--- config.mk ---
export PLATFORM = sky130hd
export DESIGN_NAME = phie_queue
export DESIGN_NICKNAME = d
export VERILOG_FILES = /design/src/design/prefix_hash_interval_engine_defines.svh /design/src/design/phie_pkg.sv /design/src/design/phie_queue.sv
export SDC_FILE = /design/constraint.sdc
export NUM_CORES = 1
export LEC_CHECK = 0
export ABC_AREA = 1
export BUFFER_PORTS_ARGS = -buffer_cell sky130_fd_sc_hd__buf_2
export CORE_MARGIN = 2
export CORE_UTILIZATION = 37
export DETAILED_ROUTE_END_ITERATION = 16
export GPL_TIMING_DRIVEN = 0
export PLACE_DENSITY = 0.67
export SYNTH_ARGS = -nofsm -noshare
export SYNTH_HDL_FRONTEND = slang
export SYNTH_SLANG_ARGS = --single-unit
--- constraint.sdc ---
create_clock -name clk -period 6.73 [get_ports clk]
set_clock_uncertainty 0.1 [all_clocks]
set_input_delay 0.673 -clock clk [delete_from_list [all_inputs] [get_ports clk]]
set_output_delay 0.673 -clock clk [all_outputs]
set_load 0.01 [all_outputs]
--- src/design/prefix_hash_interval_engine_defines.svh ---
// Assertion macros for the top-level file, which checks its own logic.
`ifndef PREFIX_HASH_INTERVAL_ENGINE_DEFINES_SVH
`define PREFIX_HASH_INTERVAL_ENGINE_DEFINES_SVH
`ifndef NO_ASSERTIONS
`define ASSERT_IMPLIES(label, clk, rst, cond, prop) \
  label: assert property (@(posedge clk) disable iff (rst) (cond) |-> (prop)) \
    else $error("same-cycle check failed");
`define ASSERT_NEXT(label, clk, rst, cond, prop) \
  label: assert property (@(posedge clk) disable iff (rst) (cond) |=> (prop)) \
    else $error("next-cycle check failed");
`else
`define ASSERT_IMPLIES(label, clk, rst, cond, prop)
`define ASSERT_NEXT(label, clk, rst, cond, prop)
`endif
`endif

--- src/design/phie_pkg.sv ---
`default_nettype none

package phie_pkg;

  localparam int HASH_W   = 64;
  localparam int HALF_W   = 32;
  localparam int BYTE_W   = 8;
  localparam int FIELD_W  = 12;
  localparam int FUNC_W   = 2;
  localparam int STATUS_W = 2;

  localparam logic [FUNC_W-1:0] FUNC_APPEND = 2'd0;
  localparam logic [FUNC_W-1:0] FUNC_QUERY  = 2'd1;
  localparam logic [FUNC_W-1:0] FUNC_CLEAR  = 2'd2;

  localparam logic [STATUS_W-1:0] STATUS_OK   = 2'd0;
  localparam logic [STATUS_W-1:0] STATUS_BAD  = 2'd1;
  localparam logic [STATUS_W-1:0] STATUS_FULL = 2'd2;

  localparam logic [HASH_W-1:0] BASE_RESET = 64'd100000000003;

  localparam int QUEUE_DEPTH = 2;
  localparam int QPTR_W      = $clog2(QUEUE_DEPTH);
  localparam int QCNT_W      = $clog2(QUEUE_DEPTH + 1);

  typedef enum logic [1:0] {
    OP_APPEND,
    OP_QUERY,
    OP_CLEAR,
    OP_NOP
  } op_t;

  typedef struct packed {
    op_t                op;
    logic               order_bad;
    logic [HASH_W-1:0]  ext;
    logic [FIELD_W-1:0] lo;
    logic [FIELD_W-1:0] hi;
  } cmd_t;

  typedef enum logic [2:0] {
    B_IDLE,
    B_APPEND,
    B_QREAD,
    B_QMUL_GO,
    B_QMUL,
    B_QOUT
  } back_state_t;

  typedef struct packed {
    logic idle;
    logic out_load;
  } back_status_t;

  // Addition modulo 2^64-1: the carry out wraps around into bit 0.
  function automatic logic [HASH_W-1:0] eac_add(input logic [HASH_W-1:0] a,
                                                 input logic [HASH_W-1:0] b);
    logic [HASH_W:0] s;
    s = {1'b0, a} + {1'b0, b};
    return s[HASH_W-1:0] + {{(HASH_W-1){1'b0}}, s[HASH_W]};
  endfunction

endpackage

`default_nettype wire

--- src/design/phie_queue.sv ---
`default_nettype none

module phie_queue (
  input  wire logic           clk,
  input  wire logic           rst,
  input  wire logic           push_valid,
  input  wire phie_pkg::cmd_t push_cmd,
  output logic                push_ready,
  output logic                pop_valid,
  output phie_pkg::cmd_t      pop_cmd,
  input  wire logic           pop
);

  localparam logic [phie_pkg::QPTR_W-1:0] PTR_LAST = phie_pkg::QPTR_W'(phie_pkg::QUEUE_DEPTH - 1);
  localparam logic [phie_pkg::QCNT_W-1:0] CNT_FULL = phie_pkg::QCNT_W'(phie_pkg::QUEUE_DEPTH);

  phie_pkg::cmd_t                entries [phie_pkg::QUEUE_DEPTH];
  logic [phie_pkg::QPTR_W-1:0]   wr_ptr;
  logic [phie_pkg::QPTR_W-1:0]   rd_ptr;
  logic [phie_pkg::QCNT_W-1:0]   count;
  logic                          push;

  assign push_ready = count != CNT_FULL;
  assign pop_valid  = count != '0;
  assign push       = push_valid && push_ready;
  assign pop_cmd    = entries[rd_ptr];

  always_ff @(posedge clk) begin
    if (rst) begin
      wr_ptr <= '0;
      rd_ptr <= '0;
      count  <= '0;
    end else begin
      if (push) begin
        wr_ptr <= (wr_ptr == PTR_LAST) ? '0 : wr_ptr + 1'b1;
      end
      if (pop) begin
        rd_ptr <= (rd_ptr == PTR_LAST) ? '0 : rd_ptr + 1'b1;
      end
      if (push && !pop) begin
        count <= count + 1'b1;
      end else if (pop && !push) begin
        count <= count - 1'b1;
      end
    end
  end

  always_ff @(posedge clk) begin
    if (push) begin
      entries[wr_ptr] <= push_cmd;
    end
  end

endmodule

`default_nettype wire

==> reports/results.ini <==
[placement]
io_buffers=187
pre_cts_slack_ns=4.258
gp_congestion=0.6792
hpwl_mm=9.310
dpl.cell_count=776

[setup_path]
worstReg2RegStart=count[0]
r2r_slack_ns=4.54
crit_buf_inv=3
r2r-end=entries[1][83]
max_stage_delay_ns=0.33
ff2ff_path_depth=6
crit_required_ns=5.96
cp_cell_sequence=buf_6, buf_12, mux2_4, buf_2
critPathMaxFanout=10
crit_arrival_ns=1.67
crit_family=buffers and inverters
crit_slowest_cell=dfxtp_1
startpoint_type=flop
critical_path_class=reg -> out
cp-end-kind=output port

[routing]
vias=3566
drc_errors=0
post_drt_wl_per_cell_um=16.09
vias_per_cell=4.413
wl_mm=13.00
first_iter_violations=102
drt_first_pass_iters=4
ant_nets=0

[synth]
synthMuxAreaShare=0.1879
synth_edf_count=182
synthXorXnorAreaFrac=0.001208
synth_top_family_by_area=multiplexers
yosysSeqAreaShare=0.7673
syn_avg_cell_area_sq_um=22.81
synth_simple_gate_area_frac=0.008798
yosysTopAreaCell=edfxtp_1
synthFlopType=edfxtp_1
ys_async_sr_fraction=0
netlist.area_leader.share=0.7535
synth_warnings=0
synthTopCellsByArea=edfxtp_1, mux2_4, buf_12
yosys.area_share.adder=0.001725
synth_seq_cells=187
synth.distinct_cells=15
syn-num-nets=414
synth_cells=318
synth_compound_area_frac=0.002070
netlist_area_sq_um=7253

[cts]
root_buffer=clkbuf_16
cts_inserted_buffers=17
cts_hold_buf=0
clock_path_buffers=2
path_clk_slew_ns=0.07
htree_levels=4
postCtsResizedCells=0
post_cts_buffers=0
worst_skew_pair.late_latency_ns=0.42
cts.sinks=187
cts_tree=done

[power_and_ir_drop]
power_leakage_nw=3.649
peakVddDrop_mv=0.1603
power.density_nw_per_um2=298.0

[min_path]
hold_start=push_cmd[39]
whs_endpoint=entries[1][39]
worstHoldPathType=in -> reg
min_path_cells=1

[sta]
rsz0062_at_grt=no
finalHoldViolations=0
finalMaxSlewViolations=0
relSlewSlack=0.5171
fin_crit_ns=2.438
setup_viol=0
worst_pin_slew_ns=0.7226
setup_slack_ns=4.292
post-route-period-util=0.3623
fmax_mhz=410.2
finalSetupTns_ns=0

[global_routing]
grt_overflow=0
grt_pass1_vias=3640
antenna_found_initial=0
grt_usage=0.1264
grt_pass1_wl_mm=19.24
grt_start_max_net_pins=32

[die]
initial_core_util=0.3751
die_h_um=144.0
core_area_sq_um=19330
die-area_sq_um=20740
placementRows=51
fp.dieW_um=144.0
io_pins=188

[status]
status=finished, final reports clean

[job]
maxCapViolCount=0

[finish]
finish.utilization=0.4767
areaGrowthSynthToFinish_pct=27.08
instances_no_fill=808
fin_nets=626
drive_gt1_frac=0.6033

-- worst max path at each step --
stage                     from        endpoint  slack (ns)  cells after the start
finish                    flop     pop_cmd[74]        4.29                      4
global route              flop     pop_cmd[74]        4.23                      4
CTS                       flop     pop_cmd[85]        4.24                      4
detailed placement  push_valid  entries[1][64]        4.26                      5
global placement    push_valid  entries[0][64]       -0.63                      3
floorplan           push_valid   entries[0][0]        1.53                      2
-- stage by stage --
step           hold WS (ns)  power, mW  instance area, sq um
6_report             0.3338      2.747                  9218
5_1_grt              0.3124      2.869                  9215
4_1_cts              0.3104      2.794                  9215
3_5_place_dp         0.4128      1.868                  8678
3_3_place_gp         0.3905      1.853                  8521
2_1_floorplan        0.3755      1.704                  7253
-- state kept, by name, indices dropped and copies added (netlist names), named ones only --
signal / count
wr_ptr: 1
rd_ptr: 1
entries: 182
count: 2
-- cells in the final DEF, fill, tap and decap left out --
master	synthesis	final
clkbuf_16	0	17
clkinv_2	0	4
nor2_4	0	2
ha_1	1	1
buf_12	9	12
nand3_1	1	1
clkinvlp_4	0	3
dfxtp_1	5	5
diode_2	0	1
nor2_1	7	5
inv_6	0	4
buf_6	1	1
mux2_2	1	1
a21oi_1	1	1
mux2_4	90	90
edfxtp_1	182	182
buf_16	0	3
xnor2_1	1	1
nand2_1	7	7
buf_2	0	187
inv_1	9	9
nand4_1	1	1
o21ai_0	2	2
inv_8	0	3
-- cell type report --
class | instances | area [sq um]
clock inverters | 14 | 111.4
diodes | 1 | 2.502
well taps | 265 | 331.6
fillers | 1662 | 10120
multi-input cells | 112 | 1478
clock buffers | 17 | 425.4
plain buffers | 10 | 191.4
flip-flops and latches | 187 | 5565
inverters | 9 | 33.78
repair buffers | 193 | 1079
-- synth_stat cells, types with 2 or more instances --
master,number
nor2_1,7
mux2_4,90
buf_12,9
dfxtp_1,5
o21ai_0,2
inv_1,9
nand2_1,7
edfxtp_1,182
-- power by group --
group | internal [mW] | total (mW) | switching [mW]
Sequential | 1.39 | 1.41 | 0.0232
Clock | 0.479 | 0.915 | 0.435
Combinational | 0.221 | 0.422 | 0.201
-- per-layer routing --
layer,wire [um],vias up,global-route usage,share of wire
met4,219,0,0.05160,0.017
met3,779,13,0.04172,0.060
met5,0,-,0,0
met2,6690,113,0.2158,0.51
met1,5314,1768,0.1473,0.41
li1,-,1672,-,-
-- kinds of logic after synthesis --
logic type               count (synthesis)
flip-flops                             187
XOR/XNOR                                 1
multiplexers                            91
buffers and inverters                   19
AND/OR/NAND/NOR                         16
adder cells (fa/ha/maj)                  1
AO/OA/AOI/OAI                            3
Note: power is estimated with default switching activity, not from simulation.
