**config.mk**
```make
export PLATFORM = sky130hd
export DESIGN_NAME = phie_front
export DESIGN_NICKNAME = d
export VERILOG_FILES = /design/src/design/prefix_hash_interval_engine_defines.svh /design/src/design/phie_pkg.sv /design/src/design/phie_front.sv
export SDC_FILE = /design/constraint.sdc
export NUM_CORES = 1
export LEC_CHECK = 0
export ABC_AREA = 1
export ABC_CLOCK_PERIOD_IN_PS = 2770
export BUFFER_PORTS_ARGS = -buffer_cell sky130_fd_sc_hd__buf_2
export CAP_MARGIN = 10
export CORE_MARGIN = 2
export CORE_UTILIZATION = 41
export CTS_CLUSTER_DIAMETER = 60
export DETAILED_ROUTE_END_ITERATION = 6
export HOLD_SLACK_MARGIN = 0.1
export MAX_ROUTING_LAYER = met4
export PLACE_DENSITY = 0.85
export SYNTH_ARGS = -nofsm -noshare
export SYNTH_HDL_FRONTEND = slang
export SYNTH_SLANG_ARGS = --single-unit
```
**constraint.sdc**
```tcl
create_clock -name clk -period 2.77 [get_ports clk]
set_input_delay 0.1385 -clock clk [delete_from_list [all_inputs] [get_ports clk]]
set_output_delay 0.1385 -clock clk [all_outputs]
set_load 0.02 [all_outputs]
```
**src/design/prefix_hash_interval_engine_defines.svh**
```systemverilog
// Assertion macros for the top-level file, which checks its own logic.
`ifndef PREFIX_HASH_INTERVAL_ENGINE_DEFINES_SVH
`define PREFIX_HASH_INTERVAL_ENGINE_DEFINES_SVH
`ifndef NO_ASSERTIONS
`define ASSERT_IMPLIES(label, clk, rst, cond, prop) \
  label: assert property (@(posedge clk) disable iff (rst) (cond) |-> (prop)) \
    else $error("same-cycle check failed");
`define ASSERT_NEXT(label, clk, rst, cond, prop) \
  label: assert property (@(posedge clk) disable iff (rst) (cond) |=> (prop)) \
    else $error("next-cycle check failed");
`else
`define ASSERT_IMPLIES(label, clk, rst, cond, prop)
`define ASSERT_NEXT(label, clk, rst, cond, prop)
`endif
`endif

```
**src/design/phie_pkg.sv**
```systemverilog
`default_nettype none

package phie_pkg;

  localparam int HASH_W   = 64;
  localparam int HALF_W   = 32;
  localparam int BYTE_W   = 8;
  localparam int FIELD_W  = 12;
  localparam int FUNC_W   = 2;
  localparam int STATUS_W = 2;

  localparam logic [FUNC_W-1:0] FUNC_APPEND = 2'd0;
  localparam logic [FUNC_W-1:0] FUNC_QUERY  = 2'd1;
  localparam logic [FUNC_W-1:0] FUNC_CLEAR  = 2'd2;

  localparam logic [STATUS_W-1:0] STATUS_OK   = 2'd0;
  localparam logic [STATUS_W-1:0] STATUS_BAD  = 2'd1;
  localparam logic [STATUS_W-1:0] STATUS_FULL = 2'd2;

  localparam logic [HASH_W-1:0] BASE_RESET = 64'd100000000003;

  localparam int QUEUE_DEPTH = 2;
  localparam int QPTR_W      = $clog2(QUEUE_DEPTH);
  localparam int QCNT_W      = $clog2(QUEUE_DEPTH + 1);

  typedef enum logic [1:0] {
    OP_APPEND,
    OP_QUERY,
    OP_CLEAR,
    OP_NOP
  } op_t;

  typedef struct packed {
    op_t                op;
    logic               order_bad;
    logic [HASH_W-1:0]  ext;
    logic [FIELD_W-1:0] lo;
    logic [FIELD_W-1:0] hi;
  } cmd_t;

  typedef enum logic [2:0] {
    B_IDLE,
    B_APPEND,
    B_QREAD,
    B_QMUL_GO,
    B_QMUL,
    B_QOUT
  } back_state_t;

  typedef struct packed {
    logic idle;
    logic out_load;
  } back_status_t;

  // Addition modulo 2^64-1: the carry out wraps around into bit 0.
  function automatic logic [HASH_W-1:0] eac_add(input logic [HASH_W-1:0] a,
                                                 input logic [HASH_W-1:0] b);
    logic [HASH_W:0] s;
    s = {1'b0, a} + {1'b0, b};
    return s[HASH_W-1:0] + {{(HASH_W-1){1'b0}}, s[HASH_W]};
  endfunction

endpackage

`default_nettype wire

```
**src/design/phie_front.sv**
```systemverilog
`default_nettype none

module phie_front (
  input  wire logic                            clk,
  input  wire logic                            rst,
  input  wire logic                            in_valid,
  output logic                                 in_stall,
  input  wire logic [phie_pkg::FUNC_W-1:0]     func,
  input  wire logic [phie_pkg::BYTE_W-1:0]     char_byte,
  input  wire logic [phie_pkg::FIELD_W-1:0]    lo,
  input  wire logic [phie_pkg::FIELD_W-1:0]    hi,
  output logic                                 push_valid,
  output phie_pkg::cmd_t                       push_cmd,
  input  wire logic                            push_ready
);

  logic           accept;
  phie_pkg::cmd_t cmd_next;

  assign in_stall = push_valid && !push_ready;
  assign accept   = in_valid && !in_stall;

  always_comb begin
    cmd_next.ext = {{(phie_pkg::HASH_W - phie_pkg::BYTE_W){char_byte[phie_pkg::BYTE_W-1]}},
                    char_byte};
    cmd_next.lo        = lo;
    cmd_next.hi        = hi;
    cmd_next.order_bad = lo > hi;
    case (func)
      phie_pkg::FUNC_APPEND: begin
        cmd_next.op = phie_pkg::OP_APPEND;
      end
      phie_pkg::FUNC_QUERY: begin
        cmd_next.op = phie_pkg::OP_QUERY;
      end
      phie_pkg::FUNC_CLEAR: begin
        cmd_next.op = phie_pkg::OP_CLEAR;
      end
      default: begin
        cmd_next.op = phie_pkg::OP_NOP;
      end
    endcase
  end

  always_ff @(posedge clk) begin
    if (rst) begin
      push_valid <= 1'b0;
    end else if (accept) begin
      push_valid <= 1'b1;
    end else if (push_ready) begin
      push_valid <= 1'b0;
    end
  end

  always_ff @(posedge clk) begin
    if (accept) begin
      push_cmd <= cmd_next;
    end
  end

endmodule

`default_nettype wire

```
==> flow_summary.ini, run 1 <==
[setup_path]
worstPathCellList = buf_2
endpoint = push_cmd[72]
r2r-end = push_cmd[15]$_DFFE_PP_
cp.depth = 1
critical_path_required_ns = 2.63
critical_path.startpoint = push_cmd[31]$_DFFE_PP_
end_kind = output pin
arrival_ns = 1.67
crit_slowest_cell = edfxtp_1
cp-start-kind = flip-flop
max_stage_delay_ns = 1.06
reg2reg_slack_ns = 1.18
path_max_fanout = 57
cp_top_family = flip-flops
r2r-start = push_valid$_SDFFE_PP0P_
path_buf_inv = 1
r2r_cells = 3
worstSetupPathType = flip-flop to output pin

[floorplan]
die_x_um = 71.66
initial_core_util_pct = 42.81
die_y_um = 71.66
ios = 131
dieArea_mm2 = 0.005134
rows = 24
core_region_area_mm2 = 0.004384

[timing]
relSlewSlack_pct = 28.25
hold_viol = 0
rsz0062_at_grt = false
setup_slack_ns = 0.9587
worst_pin_slew_ns = 1.076
finalSetupViolations = 0
finalMaxSlewViolations = 0
clock-skew-final_ns = 0.001938
min_period_ns = 1.811
tns_ns = 0
holdWs_ns = 0.1289
fmax_mhz = 552.1
timing.final.crit_share_pct = 65.39

[clocking]
postCtsSetupRepairBufs = 0
clkLatencyLatePin_ns = 0.28
clkTransAtPathRegs_ns = 0.06
tritoncts = done
ctsResizeCount = 0
numCtsBuffers = 5
cts_num_sinks = 36
cts_root_buf = clkbuf_8
cts_htree_levels = 2
ctsHoldBuffers = 35
max-clock-path-buffers = 2

[placed_design]
place_hpwl_um = 2603
finalWeightedCongestion = 0.6997
pre_cts_ws_ns = 1.156
io_buffers = 130

[finish]
register_area_mm2 = 0.001071
fillers = 382
drive_gt1_share_pct = 52.01
multi_input_area_um2 = 306.5
area_growth_pct = 38.67
antenna_cells = 0
num-nets-final = 322

[worst_hold_path]
min-delay-start = push_ready
hp-class = primary input to flip-flop

[synthesis]
syn_inst = 158
yosysTopAreaCell = edfxtp_1
netlist_top_cells_count = 56 x buf_4, 35 x edfxtp_1, 21 x inv_1
avgSynthCellArea_um2 = 11.88
synth_top_flop_cell = edfxtp_1
synthesis.area_mm2 = 0.001877
syn_nets = 208
ys_seq_elements = 36
yosysMostFrequentCell = buf_4
synth_cell_types = 15
synth-edff-count = 35
synth_warnings = 0
synth_top_area_share_pct = 56.00
synth-seq-area-share_pct = 57.07
yosys-top-cells-area = edfxtp_1 56%, buf_4 22%, ha_1 8.0%
ys_async_sr_fraction_pct = 0

[drt]
drtPass1Iterations = 3
drc = 0
vias = 1359
via_per_inst = 4.182
drt_wl_total_um = 3884
drt_iter0_drc = 24
wl_per_cell_um = 11.95
ant_nets = 0

[power_and_ir_drop]
max-vdd-ir-drop_v = 0.0003347
leakagePower_nw = 1.319
power_density_mw_per_mm2 = 503.0
p_total_mw = 1.309

[global_route]
grt_first_pass_wirelength_um = 5658
grt-ovfl-total = 0
grt_max_degree = 58
grt.total_usage_pct = 15.15
antenna_found_initial = 0
grt_pass1_vias = 1294

[job]
cap_violations = 0

[outcome]
status = finished, final reports clean
layout by cell type, fill, tap and decap left out, drive strengths merged:
cell type    synthesis  routed
nand3                1       1
dlygate4sd3          0      35
buf                 56     130
dfxtp                1       1
clkbuf               2       7
clkinv               0       1
a21oi                5       5
nand2               17      17
ha                  12      12
nor2                 7       7
edfxtp              35      35
inv                 21      21
a21o                 1       1
per-stage QoR:
step	utilization, %	area, µm²	std cells
after CTS	59.36	2603	325
final	59.36	2603	325
after detailed placement	49.54	2172	282
after floorplan	-	1877	158
after global placement	49.54	2172	282
after global routing	59.36	2603	325
report_power, final:
| part | internal [mW] | total (mW) | switching, mW | leakage [nW] |
|---|---|---|---|---|
| clock network | 0.175 | 0.347 | 0.173 | 0.0399 |
| logic | 0.122 | 0.310 | 0.187 | 0.932 |
| registers | 0.637 | 0.652 | 0.0154 | 0.347 |
worst reg2reg max path: stages, from the launching register on:
cell     delay [ns]
dfxtp_1        0.32
nand2_1        0.08
inv_1          0.08
nor2_4         0.72
sequential cells by signal (all words and copies together) (netlist names):
register / cells
push_cmd: 35
push_valid: 1
area by class of cell:
class	instances	share of cell area, %
Clock inverter	1	0.1442
Tap cell	52	2.500
Inverter	21	3.029
Multi-Input combinational cell	43	11.78
Timing Repair Buffer	165	38.46
Sequential cell	36	41.15
Clock buffer	7	2.933
routing by layer:
| metal | GRT usage, % | share of wire [%] |
|---|---|---|
| met4 | 5.031 | 1.4 |
| met5 | - | 0 |
| met3 | 5.204 | 9.9 |
| met1 | 13.69 | 33 |
| met2 | 29.01 | 56 |
worst min path at each step:
stage / endpoint / slack (ns) / depth (start not counted)
floorplan: push_valid$_SDFFE_PP0P_ / 0.21 / 1
global placement: push_valid$_SDFFE_PP0P_ / 0.30 / 2
detailed placement: push_valid$_SDFFE_PP0P_ / 0.31 / 2
CTS: push_valid$_SDFFE_PP0P_ / 0.12 / 4
global route: push_valid$_SDFFE_PP0P_ / 0.18 / 4
finish: push_valid$_SDFFE_PP0P_ / 0.13 / 4
kinds of logic after synthesis:
family	after synthesis	share of synthesized area, %
buffers and inverters	79	27.00
flip-flops	36	57.07
AND/OR/NAND/NOR	25	6.000
adder cells (fa/ha/maj)	12	8.000
AO/OA/AOI/OAI	6	1.934
Note: power is estimated with default switching activity, not from simulation.
==> run 2: changes to the inputs <==
--- a/config.mk
+++ b/config.mk
@@ -5,17 +5,17 @@
 export SDC_FILE = /design/constraint.sdc
 export NUM_CORES = 1
 export LEC_CHECK = 0
-export ABC_AREA = 1
-export ABC_CLOCK_PERIOD_IN_PS = 2770
+export ABC_AREA = 0
+export ABC_CLOCK_PERIOD_IN_PS = 1590
 export BUFFER_PORTS_ARGS = -buffer_cell sky130_fd_sc_hd__buf_2
 export CAP_MARGIN = 10
 export CORE_MARGIN = 2
-export CORE_UTILIZATION = 41
+export CORE_UTILIZATION = 37
 export CTS_CLUSTER_DIAMETER = 60
 export DETAILED_ROUTE_END_ITERATION = 6
 export HOLD_SLACK_MARGIN = 0.1
 export MAX_ROUTING_LAYER = met4
-export PLACE_DENSITY = 0.85
+export PLACE_DENSITY = 0.82
 export SYNTH_ARGS = -nofsm -noshare
 export SYNTH_HDL_FRONTEND = slang
 export SYNTH_SLANG_ARGS = --single-unit
==> constraint.sdc (replaced) <==
create_clock -name clk -period 1.59 [get_ports clk]
set_input_delay 0.0795 -clock clk [delete_from_list [all_inputs] [get_ports clk]]
set_output_delay 0.0795 -clock clk [all_outputs]
set_load 0.02 [all_outputs]
==> run 2 against run 1 <==
Against the previous run: non-clock buffer count grew 3; sequential share of layout area shrank 0.70 points; worst setup slack lost 0.94 ns; die area rose by 6.8%; first-iteration DRC count grew 17%; clock power up 77%; core utilization shrank 3.3 points; largest cell class unchanged; largest power group unchanged.
==> flow_summary.ini, run 2 <==
[synthesis]
ys_async_sr_fraction_pct = 0
synth_mux_area_share_pct = 0
synth_top_family_by_area = buffers and inverters
synth-edff-count = 35
yosys.area_share.adder_pct = 8.270
yosys-top-cells-area = edfxtp_1 58%, buf_4 23%, ha_1 8.3%
synth_warnings = 0
syn_inst = 140
ys_seq_elements = 36
avgSynthCellArea_um2 = 12.97
synth_top_area_share_pct = 57.89
synth-simple-area-share_pct = 3.790
yosysTopAreaCell = edfxtp_1
synthesis.area_mm2 = 0.001815
syn_nets = 190
yosysMostFrequentCell = buf_4
synth_cell_types = 18
netlist_top_cells_count = 56 x buf_4, 35 x edfxtp_1, 12 x ha_1, 12 x inv_1, 5 x a21oi_1
synth-seq-area-share_pct = 58.99
synth-compound-area-share_pct = 2.895
synth_xor_area_share_pct = 0
synth_top_flop_cell = edfxtp_1

[drt]
vias = 1368
wl_met3_um = 386
top_layer = met4
via_per_inst = 4.209
drtPass1Iterations = 4
drc = 0
ant_nets = 0
drt_wl_total_um = 4251
drt_iter0_drc = 28
wl_met1_um = 1509
wl_per_cell_um = 13.08
wl_met2_um = 2241

[power_and_ir_drop]
seqPwrFrac_pct = 48.7
max-vdd-ir-drop_v = 0.0007836
comb_power_share_pct = 24.7
power_density_mw_per_mm2 = 870.2
intPower_mw = 1.640
leakagePower_nw = 1.266
p_clk_share_pct = 26.6
switching_power_mw = 0.6639
p_total_mw = 2.304
p_sw_share_pct = 28.82

[worst_hold_path]
hp-class = primary input to flip-flop

[finish]
antenna_cells = 0
top_regs = push_cmd (35), push_valid (1)
largest_reg_flops = 35
regMostFlops = push_cmd
num-nets-final = 307
area_growth_pct = 45.83
mostFrequentLayoutCells = 129 x buf_2, 35 x dlygate4sd3_1, 35 x edfxtp_1
final_common_cell = buf_2
final_area_mm2 = 0.002648
drive_gt1_share_pct = 56.20

[floorplan]
ios = 131
core_region_area_mm2 = 0.004723
die_y_um = 74.05
dieArea_mm2 = 0.005483
rows = 25
initial_core_util_pct = 38.44
die_x_um = 74.05

[clocking]
clkTransAtPathRegs_ns = 0.07
cts_htree_levels = 2
cts_num_sinks = 36
numCtsBuffers = 5
cts_root_buf = clkbuf_8
clkLatencyLatePin_ns = 0.29
postCtsSetupRepairBufs = 0
max-clock-path-buffers = 2
tritoncts = done

[setup_path]
max_stage_delay_ns = 0.52
crit_slowest_cell = dlygate4sd3_1
cp-start-kind = primary input
path_max_fanout = 2
arrival_ns = 1.70
end_kind = flip-flop
worstPathCellList = dlygate4sd3_1 -> buf_2 -> inv_1 -> ha_4 -> nor2b_1 -> o211ai_1 -> a211o_1 -> a31oi_1
critical_path_required_ns = 1.72
worstSetupPathType = primary input to flip-flop
cp_top_family = buffers and inverters
path_buf_inv = 3

[timing]
tns_ns = 0
hold_viol = 0
rsz0062_at_grt = false
min_period_ns = 1.566
timing.final.crit_share_pct = 98.52
finalSetupViolations = 0
clock-skew-final_ns = 0.01163
finalMaxSlewViolations = 0
relSlewSlack_pct = 77.62
fmax_mhz = 638.4
worst_pin_slew_ns = 0.3357

[global_route]
grt_max_degree = 58
grt-ovfl-total = 0
antenna_found_initial = 0
grt_first_pass_wirelength_um = 5982
grt_pass1_vias = 1283
grt.total_usage_pct = 15.93

[placed_design]
place_hpwl_um = 2738
io_buffers = 130
postPlaceCellArea_mm2 = 0.002155
finalWeightedCongestion = 0.6836

[outcome]
status = finished, final reports clean

[job]
cap_violations = 0
-- run 2: routing by layer --
layer  GRT usage, %  vias up
met5              -        -
met4          8.687        0
met3          4.336       10
met2          28.17      105
met1          15.75      598
li1               -      655
-- run 2: final timing paths --
| check | from | to | slack, ns | cells after the start |
|---|---|---|---|---|
| worst max-delay path | hi[1] | push_cmd[88]$_DFFE_PP_ | 0.02 | 8 |
| worst min-delay path | hi[11] | push_cmd[11]$_DFFE_PP_ | 0.24 | 2 |
| worst max register to register | push_valid$_SDFFE_PP0P_ | push_valid$_SDFFE_PP0P_ | 0.22 | 4 |
| worst min register to register | push_valid$_SDFFE_PP0P_ | push_cmd[10]$_DFFE_PP_ | 0.99 | 3 |
-- run 2: metrics by stage --
stage               hold WS (ns)  setup slack [ns]  std cells  util [%]
finish                    0.2383           0.02358        325     56.05
global route              0.2137          0.005331        325     56.05
detailed placement        0.2447            0.2507        282     45.62
global placement          0.2400            0.3233        282     45.62
floorplan                 0.1519          -0.07404        140         -
CTS                       0.3829          0.009089        326     54.94
-- run 2: area by class of cell --
cell class | instances | area, µm²
inverters | 12 | 45.04
clock inverters | 1 | 3.754
repair buffers | 168 | 1031
clock buffers | 7 | 76.32
multi-input cells | 34 | 336.6
flip-flops and latches | 36 | 1071
fillers | 390 | 2076
well taps | 67 | 83.83
-- run 2: logic make-up (layout without fill, tap and decap cells) --
group	count (synthesis)	in the layout
simple gates	13	13
compound gates	9	9
flops	36	36
buf+inv	70	188
fa+ha+maj	12	12
-- run 2: what timing repair did --
item                       CTS  global route
hold buffers                36             0
hold endpoints to repair    35             0
setup endpoints to repair    0             1
resized for setup            0             7
-- run 2: power by group through the flow --
stage               registers (mW)  clock network [mW]  logic [mW]
finish                        1.12               0.613       0.569
global route                  1.13               0.659       0.619
CTS                           1.12               0.620       0.548
detailed placement            1.14                   0       0.480
global placement              1.14                   0       0.471
floorplan                     1.23                   0       0.298
==> run 3: changes to the inputs <==
--- a/config.mk
+++ b/config.mk
@@ -15,7 +15,8 @@
 export DETAILED_ROUTE_END_ITERATION = 6
 export HOLD_SLACK_MARGIN = 0.1
 export MAX_ROUTING_LAYER = met4
-export PLACE_DENSITY = 0.82
+export PLACE_DENSITY = 0.77
+export RECOVER_POWER = 100
 export SYNTH_ARGS = -nofsm -noshare
 export SYNTH_HDL_FRONTEND = slang
 export SYNTH_SLANG_ARGS = --single-unit
==> run 3 against run 2 <==
Against the previous run: first-iteration DRC count shrank 61%; die area did not move; core utilization is 3.3 points lower; register-to-register slack got worse by 0.06 ns; clock power up 7.5%; cell count unchanged; total power fell by 0.28%; count of clock-buffer cells in the layout is 1 lower; non-clock buffer count did not move; largest cell class unchanged; largest power group unchanged.
==> flow_summary.ini, run 3 (synthesized netlist as in run 2, its figures left out) <==
[power_and_ir_drop]
power_density_mw_per_mm2 = 921.8
max-vdd-ir-drop_v = 0.0007219
leakagePower_nw = 1.003

[setup_path]
path_max_fanout = 2
crit_slowest_cell = dlygate4sd3_1
path_buf_inv = 3
arrival_ns = 1.67
critical_path_required_ns = 1.72
worstPathCellList = dlygate4sd3_1 -> buf_2 -> inv_1 -> ha_4 -> nor2b_1 -> o211ai_1 -> a211o_1 -> a31oi_1
cp-start-kind = primary input
worstSetupPathType = primary input to flip-flop
max_stage_delay_ns = 0.52
cp_top_family = buffers and inverters
end_kind = flip-flop

[clocking]
numCtsBuffers = 5
max-clock-path-buffers = 2
cts_htree_levels = 2
clkTransAtPathRegs_ns = 0.07
cts_root_buf = clkbuf_8
clkLatencyLatePin_ns = 0.28
tritoncts = done
cts_num_sinks = 36
postCtsSetupRepairBufs = 0

[global_route]
grt_max_degree = 58
grt.total_usage_pct = 14.16
grt-ovfl-total = 0
grt_pass1_vias = 1179
grt_first_pass_wirelength_um = 5416
antenna_found_initial = 0

[finish]
final_area_mm2 = 0.002492
regMostFlops = push_cmd
fin_cells = 325
largest_reg_flops = 35
final_common_cell = clkbuf_1
fillers = 471
area_growth_pct = 37.28
num-nets-final = 307
mostFrequentLayoutCells = 97 x clkbuf_1, 36 x dlygate4sd3_1, 35 x edfxtp_1
drive_gt1_share_pct = 17.83
top_regs = push_cmd (35), push_valid (1)
multi_input_area_um2 = 295.3
register_area_mm2 = 0.001071
antenna_cells = 0

[timing]
timing.final.crit_share_pct = 97.07
hold_viol = 0
worst_pin_slew_ns = 0.5000
finalMaxSlewViolations = 0
clock-skew-final_ns = 0.002475
tns_ns = 0
finalSetupViolations = 0
fmax_mhz = 647.9
min_period_ns = 1.543
relSlewSlack_pct = 66.67
holdWs_ns = 0.4828

[floorplan]
die_x_um = 74.05
dieArea_mm2 = 0.005483
initial_core_util_pct = 38.44
die_y_um = 74.05
ios = 131
core_region_area_mm2 = 0.004723
rows = 25

[placed_design]
place_hpwl_um = 2478
io_buffers = 130
postPlaceCellArea_mm2 = 0.002160
place_inst = 281
finalWeightedCongestion = 0.6748

[drt]
drtPass1Iterations = 4
vias = 1340
drt_iter0_drc = 11
ant_nets = 0
drc = 0
via_per_inst = 4.123
wl_per_cell_um = 12.18
drt_wl_total_um = 3958

[job]
cap_violations = 0

[worst_hold_path]
hp-class = primary input to output pin

[outcome]
status = finished, final reports clean
==> run 3: cell types whose count changed in the layout (fill, tap and decap cells not counted), moves of 2 or more <==
cell,before,now
buf_2,129,20
buf_4,3,0
clkbuf_1,2,97
clkbuf_2,0,13
clkbuf_4,0,2
clkinv_2,0,2
ha_1,8,11
ha_4,4,1
==> run 3: power by group <==
part	internal, mW	total (mW)	switching, mW
combinational	0.180	0.516	0.336
clock	0.345	0.659	0.313
sequential	1.11	1.12	0.0146
total	1.63	2.30	0.663
==> run 3: metrics by stage <==
stage                     util (%)  total power, mW  setup slack [ns]
after floorplan                  -            1.529          -0.07404
after global placement       45.72            1.612            0.3195
after detailed placement     45.72            1.620            0.2836
after CTS                    55.31            2.355           0.03378
after global routing         52.77            2.408          -0.01890
final                        52.77            2.297           0.04660
==> run 3: cell type report <==
class	count	area share [%]
sequential	36	42.97
timing repair buffer	168	36.30
multi-input combinational	34	11.85
tap	67	3.363
clock buffer	6	3.313
inverter	12	1.807
clock inverter	2	0.4016
==> run 3: worst paths after layout <==
path / startpoint / to / slack (ns) / cells past startpoint
max: hi[1] / push_cmd[88]$_DFFE_PP_ / 0.05 / 8
min: push_ready / in_stall / 0.48 / 3
max reg2reg: push_valid$_SDFFE_PP0P_ / push_valid$_SDFFE_PP0P_ / 0.16 / 4
min reg2reg: push_valid$_SDFFE_PP0P_ / push_valid$_SDFFE_PP0P_ / 1.25 / 4
==> run 3: repair_timing <==
| item | CTS | global route |
|---|---|---|
| hold buffers | 36 | 0 |
| endpoints found under the setup margin | 0 | 1 |
| resized for setup | 0 | 2 |
| endpoints found under the hold margin | 35 | 0 |
==> run 3: metal layers <==
layer  GRT usage [%]  routed length (µm)  up-vias
met5               -                   0        -
met4           5.455                  56        0
met3           4.336                 408        6
met2           25.79                2074       89
met1           14.01                1419      594
li1                -                   -      651
==> run 3: worst min-delay path, delay by kind of cell <==
kind                   cells  cell delay, ns
and+or+nand+nor            1            0.07
buffers and inverters      2            0.25
